`src/sv/rme_pkg.sv`:
```
package rme_pkg;

    // Fixed-point set-up of the angle pipeline.
    localparam int CORDIC_STEPS     = 16;
    localparam int MATRIX_FRAC_BITS = 14;

    // Operand and accumulator widths of the vectoring unit.
    localparam int OPND_W  = 17;
    localparam int CXY_W   = 36;
    localparam int CZ_W    = 34;
    localparam int ANG_W   = 17;
    localparam int ATAN_W  = 31;

    // Square-root unit: one result bit per stage.
    localparam int ISQ_STEPS = MATRIX_FRAC_BITS + 1;
    localparam int RAD_W     = 2 * MATRIX_FRAC_BITS + 1;
    localparam int SQ_W      = 32;
    localparam logic [SQ_W:0] MAT_ONE = (SQ_W + 1)'(1) << (2 * MATRIX_FRAC_BITS);

    localparam logic signed [CZ_W-1:0]  ANG_PI_Q30  = CZ_W'(64'd3373259426);
    localparam logic signed [ANG_W-1:0] OUT_PI      = ANG_W'(25736);
    localparam logic signed [ANG_W-1:0] OUT_HALF_PI = ANG_W'(12868);
    localparam logic [14:0]             LIMIT_RESET = 15'd16384;

    typedef enum logic [1:0] {
        CASE_NORMAL = 2'd0,
        CASE_MINUS  = 2'd1,
        CASE_PLUS   = 2'd2
    } case_t;

    typedef struct packed {
        logic signed [15:0] r00;
        logic signed [15:0] r01;
        logic signed [15:0] r02;
        logic signed [15:0] r10;
        logic signed [15:0] r11;
        logic signed [15:0] r12;
        logic signed [15:0] r22;
        logic signed [31:0] tx;
        logic signed [31:0] ty;
        logic signed [31:0] tz;
        case_t              code;
    } pose_t;

    // Arctangent of 2^-i in Q30 radians.
    function automatic logic [ATAN_W-1:0] atan_q30(input int i);
        logic [ATAN_W-1:0] a;
        case (i)
            0:  a = 31'd843314857;
            1:  a = 31'd497837829;
            2:  a = 31'd263043837;
            3:  a = 31'd133525159;
            4:  a = 31'd67021687;
            5:  a = 31'd33543516;
            6:  a = 31'd16775851;
            7:  a = 31'd8388437;
            8:  a = 31'd4194283;
            9:  a = 31'd2097149;
            10: a = 31'd1048575;
            11: a = 31'd524287;
            12: a = 31'd262143;
            13: a = 31'd131071;
            14: a = 31'd65535;
            15: a = 31'd32767;
            16: a = 31'd16383;
            17: a = 31'd8191;
            18: a = 31'd4095;
            19: a = 31'd2047;
            20: a = 31'd1023;
            21: a = 31'd511;
            22: a = 31'd255;
            23: a = 31'd127;
            24: a = 31'd63;
            25: a = 31'd31;
            26: a = 31'd15;
            27: a = 31'd8;
            28: a = 31'd4;
            29: a = 31'd2;
            30: a = 31'd1;
            default: a = '0;
        endcase
        return a;
    endfunction

    // Saturate an angle to plus or minus a limit.
    function automatic logic signed [ANG_W-1:0] clamp_ang(input logic signed [ANG_W-1:0] v,
                                                          input logic signed [ANG_W-1:0] lim);
        logic signed [ANG_W-1:0] r;
        if (v > lim)
            r = lim;
        else if (v < -lim)
            r = -lim;
        else
            r = v;
        return r;
    endfunction

endpackage

```
`src/sv/rme_isqrt.sv`:
```
module rme_isqrt
    import rme_pkg::*;
(
    input  logic             clk,
    input  logic             rst_n,
    input  logic             en,
    input  logic             in_vld,
    input  pose_t            in_pose,
    input  logic [RAD_W-1:0] in_rad,
    output logic             out_vld,
    output pose_t            out_pose,
    output logic [RAD_W-1:0] out_root
);

    logic             vld_reg  [ISQ_STEPS];
    pose_t            pose_reg [ISQ_STEPS];
    logic [RAD_W-1:0] v_reg    [ISQ_STEPS];
    logic [RAD_W-1:0] r_reg    [ISQ_STEPS];

    // One restoring step per stage, from the top bit pair down.
    for (genvar k = 0; k < ISQ_STEPS; k++) begin : g_step
        localparam logic [RAD_W-1:0] BIT = RAD_W'(1) << (2 * (ISQ_STEPS - 1 - k));
        logic             vld_in;
        pose_t            pose_in;
        logic [RAD_W-1:0] v_in;
        logic [RAD_W-1:0] r_in;
        logic [RAD_W-1:0] trial;
        logic [RAD_W-1:0] v_next;
        logic [RAD_W-1:0] r_next;

        if (k == 0) begin : g_first
            assign vld_in  = in_vld;
            assign pose_in = in_pose;
            assign v_in    = in_rad;
            assign r_in    = '0;
        end
        else begin : g_rest
            assign vld_in  = vld_reg[k-1];
            assign pose_in = pose_reg[k-1];
            assign v_in    = v_reg[k-1];
            assign r_in    = r_reg[k-1];
        end

        always_comb
        begin
            trial = r_in + BIT;
            if (v_in >= trial)
            begin
                v_next = v_in - trial;
                r_next = (r_in >> 1) + BIT;
            end
            else
            begin
                v_next = v_in;
                r_next = r_in >> 1;
            end
        end

        always_ff @(posedge clk or negedge rst_n)
        begin
            if (!rst_n)
                vld_reg[k] <= 1'b0;
            else if (en)
                vld_reg[k] <= vld_in;
        end

        always_ff @(posedge clk)
        begin
            if (en)
            begin
                pose_reg[k] <= pose_in;
                v_reg[k]    <= v_next;
                r_reg[k]    <= r_next;
            end
        end
    end

    assign out_vld  = vld_reg[ISQ_STEPS-1];
    assign out_pose = pose_reg[ISQ_STEPS-1];
    assign out_root = r_reg[ISQ_STEPS-1];

endmodule

```
`config.mk`:
```
export PLATFORM = sky130hd
export DESIGN_NAME = rme_isqrt
export DESIGN_NICKNAME = d
export VERILOG_FILES = /design/src/sv/rme_pkg.sv /design/src/sv/rme_isqrt.sv
export SDC_FILE = /design/constraint.sdc
export NUM_CORES = 2
export LEC_CHECK = 0
export BUFFER_PORTS_ARGS = -buffer_cell sky130_fd_sc_hd__clkbuf_2
export CAP_MARGIN = 20
export CORE_MARGIN = 3
export CORE_UTILIZATION = 45
export DETAILED_ROUTE_END_ITERATION = 16
export GPL_ROUTABILITY_DRIVEN = 0
export GPL_TIMING_DRIVEN = 0
export SLEW_MARGIN = 20
export SYNTH_ARGS = -nofsm -noshare
export SYNTH_HDL_FRONTEND = slang
export SYNTH_SLANG_ARGS = --single-unit
```
`constraint.sdc`:
```
create_clock -name clk -period 3.8 [get_ports clk]
set_input_delay 0.19 -clock clk [delete_from_list [all_inputs] [get_ports clk]]
set_output_delay 0.19 -clock clk [all_outputs]
set_load 0.02 [all_outputs]
```
-- Word-level counts from Yosys, hierarchy flattened
Memories as Yosys holds them, arrays and structs flattened.
Cells that the tools add are included.
- flip-flop bits (word level): 15
- RAM bits: 4020
- input bits: 243
- output and inout bits: 240
- word-level logic and storage cells: 108
- memories kept: 3
- add/sub/neg operators: 43
- order comparisons: 15
- multiplexer cells: 32
- memory list (name ; words ; bits a word ; read ports ; clocked after memory_dff ; write ports ; line ; RTL):
    pose_reg ; 15 ; 210 ; 15 ; 0 ; 15 ; rme_isqrt.sv:16 ; pose_t pose_reg [ISQ_STEPS];
    r_reg ; 15 ; 29 ; 15 ; 0 ; 15 ; rme_isqrt.sv:18 ; logic [RAD_W-1:0] r_reg [ISQ_STEPS];
    v_reg ; 15 ; 29 ; 14 ; 0 ; 15 ; rme_isqrt.sv:17 ; logic [RAD_W-1:0] v_reg [ISQ_STEPS];
- operators with widths (cell ; count):
    $mux 29 ; 30
    $ge 29x29->1 ; 14
    $sub 29x29->29 ; 14
    $add 28x1->29 const B ; 1
    $add 28x11->29 const B ; 1
    $add 28x13->29 const B ; 1
    $add 28x15->29 const B ; 1
    $add 28x17->29 const B ; 1
    $add 28x19->29 const B ; 1
    $add 28x21->29 const B ; 1
    $add 28x23->29 const B ; 1
    $add 28x25->29 const B ; 1
    $add 28x27->29 const B ; 1
    $add 28x3->29 const B ; 1
    $add 28x5->29 const B ; 1
    $add 28x7->29 const B ; 1
    $add 28x9->29 const B ; 1
    $add 29x1->29 const B ; 1
    $add 29x11->29 const B ; 1
    $add 29x13->29 const B ; 1
    $add 29x15->29 const B ; 1
    $add 29x17->29 const B ; 1
    $add 29x19->29 const B ; 1
    $add 29x21->29 const B ; 1
    other kinds (10) ; 11

-- Longest topological paths before layout
An unclocked memory read counts as a cell.
- depth in word-level cells: 4
- depth in mapped cells: 11
- depth with buffers taken out: 9

-- Worst setup path after synthesis
No wires, ideal clock.
- path kind: register to register
- start: mem v_reg[0][164] (netlist name)
- end: mem v_reg[0][197] (netlist name), data pin
- library setup time: 0.260 ns
- data arrival time: 2.371 ns
- required time: 3.540 ns
- path slack: 1.169 ns
- stages on the path, launching flop included: 8
- path buffers: 1
- clock period less this slack: 2.631 ns
- cell sequence: edfxtp_1 ha_1 or3_1 o22a_1 a2111o_1 or3_1 buf_6 mux2_4
- RTL lines (what ; line):
    start, declared ; rme_isqrt.sv:17

==> impl_metrics.toml <==
[outcome]
status = "complete, no violations"

[final_layout]
sequential_cell_area_um2 = 111000
largest_reg_flops = 3150
final_area_um2 = 144000
final_util_pct = 54.8
syn_to_final_growth_pct = 20.5
multi_input_area_um2 = 8280
fillers = 19449
layout.nets = 6764
drive_above_1_share_pct = 17.0
fin_cells = 10221

[timing]
final_hold_viol_count = 0
rsz0062_at_grt = "no"
tns_ns = 0
skew_ns = 0.0363
timing.final.crit_share_pct = 91.5
maxSlewViolCount = 0
worst_pin_slew_ns = 0.890
setup_viol_count_final = 0
min_period_ns = 3.48
setup_ws_ns = 0.323
fmax_ghz = 0.288
slew_headroom_pct = 40.1

[hold_path]
min_to = "pose_reg[0][62]"
hold_class = "input pin to register"
hp-start = "in_pose[62]"
hold_depth = 2

[clocking]
clk_latency_ns = 0.90
cts-htree-levels = 5
clock-root-buffer = "clkbuf_16"
cts.sinks = 3691
cts_setup_buffers = 0
tritoncts = "built"
clock_path_buffers = 4
clkSlewWorstSetupHoldPaths_ns = 0.06
cts-buffers-inserted = 372

[flow_run]
maxCapViolations = 0

[yosys]
yosysTopAreaCellShare_pct = 92.1
synth-edff-count = 3676
yosys.area.top_type = "edfxtp_1"
synth_cells = 5031
ys_seq_elements = 3691
synth.avg_cell_area_um2 = 23.8
ys_seq_area_share_pct = 92.4
yosys_warnings = 0
synthesis.area_um2 = 120000
synth.area.top_cells = "edfxtp_1 (92%), ha_1 (1.4%), xnor2_1 (0.74%)"
ys_top_cells_by_count = "edfxtp_1 (3676), inv_1 (154), ha_1 (131)"
async_flop_share_pct = 0.406
post-synth-top-count-cell = "edfxtp_1"
ys.flop_type = "edfxtp_1"
synth_cell_types = 86

[routing]
ant_nets = 0
vias_per_cell = 4.67
drt_iter0_drc = 3721
drc = 0
firstDrtPassIters = 7
via_count = 47771
wl_mm = 163
avgRoutedWirePerCell_um = 16.0

[die]
core-area_um2 = 264000
dieArea_um2 = 272000
die_w_um = 522
row_count = 188
initial_core_util_pct = 45.4
ios = 483
fp.dieH_um = 522

[placed_design]
place_area_um2 = 128000
pre_cts_slack_ns = -2.01
port_buffers = 467
hpwl_mm = 92.0
place_inst = 9068

[power_and_ir_drop]
ir_worst_vdd_v = 0.000494
powerDensity_nw_per_um2 = 611
leakagePower_nw = 50.7

[setup_path]
reg2reg_slack_ns = 0.40
required_ns = 4.33
crit_path_end_kind = "register"
cp-start-kind = "input pin"
r2r_start = "v_reg[1][67]"
cp.arrival_ns = 4.01
rr_worst_depth = 7
cpMaxStageDelayCell = "dlygate4sd3_1"
crit_chain = "dlygate4sd3_1 -> clkbuf_16 -> buf_16 -> buf_16 -> buf_16 -> buf_16 -> buf_16 -> buf_16 -> buf_16 -> buf_16 -> buf_16"
reg2reg_to = "v_reg[1][99]"
max_stage_delay_ns = 0.58
crit_top_cell = "buf_16"
worstPathMaxFanout = 101
crit_type = "input pin to register"

[grt]
grt_max_degree = 107
gr-total-overflow = 0
track_usage_pct = 11.8
antenna_found_initial = 18
grt_pass1_vias = 47960
grt_pass1_wl_mm = 259
## cells by family (layout without fill, tap and decap cells)
logic type | after synthesis | count (layout) | share of synthesized area (%)
compound gates | 335 | 335 | 1.79
mux | 44 | 44 | 0.410
flops | 3691 | 3691 | 92.4
xor+xnor | 151 | 151 | 1.10
fa+ha+maj | 131 | 131 | 1.37
simple gates | 483 | 483 | 2.19
other cells | 1 | 33 | 0.00313
buf+inv | 195 | 1838 | 0.689
## layer usage
metal	vias up	track usage (%)	part of all wire, %
met1	23419	16.6	46
met5	-	0	0.027
met2	1139	17.8	45
li1	22786	-	-
met3	419	2.67	5.5
met4	8	4.74	3.5
## worst max-delay path by stage
stage	slack, ns	from	end
after global placement	-61.27	en	pose_reg[13][63]
final	0.32	en	pose_reg[14][73]
after floorplan	1.17	v_reg[0][164]	v_reg[0][197]
after CTS	0.11	en	g_step[5].vld_in
after detailed placement	-2.01	en	g_step[5].vld_in
after global routing	0.06	en	pose_reg[14][29]
## area by class of cell
type / instances / share of cell area [%]
Antenna cell: 18 / 0.0312
Buffer: 40 / 0.170
Clock buffer: 459 / 6.74
Clock inverter: 213 / 1.36
Inverter: 155 / 0.403
Multi-Input combinational cell: 1159 / 5.73
Sequential cell: 3691 / 76.7
Tap cell: 3515 / 3.05
Timing Repair Buffer: 971 / 5.84
## timing repair
item | in CTS | in global routing
resized for setup | 2 | 0
endpoints found under the hold margin | 345 | 0
pin swaps | 0 | 0
hold buffers | 456 | 0
gates cloned | 5 | 3
setup endpoints to repair | 265 | 178
## critical path: cells and delay by family
kind	cells	cell delay (ns)
buffers and inverters	11	3.48
## through the flow
step                hold slack (ns)  power, mW
global placement             0.0964       53.1
CTS                        0.000110       89.6
floorplan                    -0.106       52.2
detailed placement            0.116       54.3
global route                 0.0255       92.0
finish                       0.0910       88.3
## cells in the final DEF (no fill, tap or decap), drive strengths merged, types with 10 or more instances in the layout
cell and count:
dfrtp 15, nand2 87, conb 15, nand3b 10
nor3 35, o21a 38, nor2b 18, dlygate4sd3 446
o31a 11, inv 169, a21o 12, xnor2 101
nand3 23, nor4b 13, or3 18, mux2 38
bufinv 22, diode 18, o21ai 85, nand4 23
clkinvlp 13, buf 78, o31ai 12, ha 131
clkbuf 941, nor2 119, clkinv 164, nor4 48
nand2b 32, xor2 50, edfxtp 3676, a21oi 106
or4 13
## where the power goes
part	internal, mW	switching (mW)
clock network	19.8	14.6
logic	1.99	2.62
registers	48.2	1.08
total	70.0	18.3
Power figures use the tool's default switching activity.
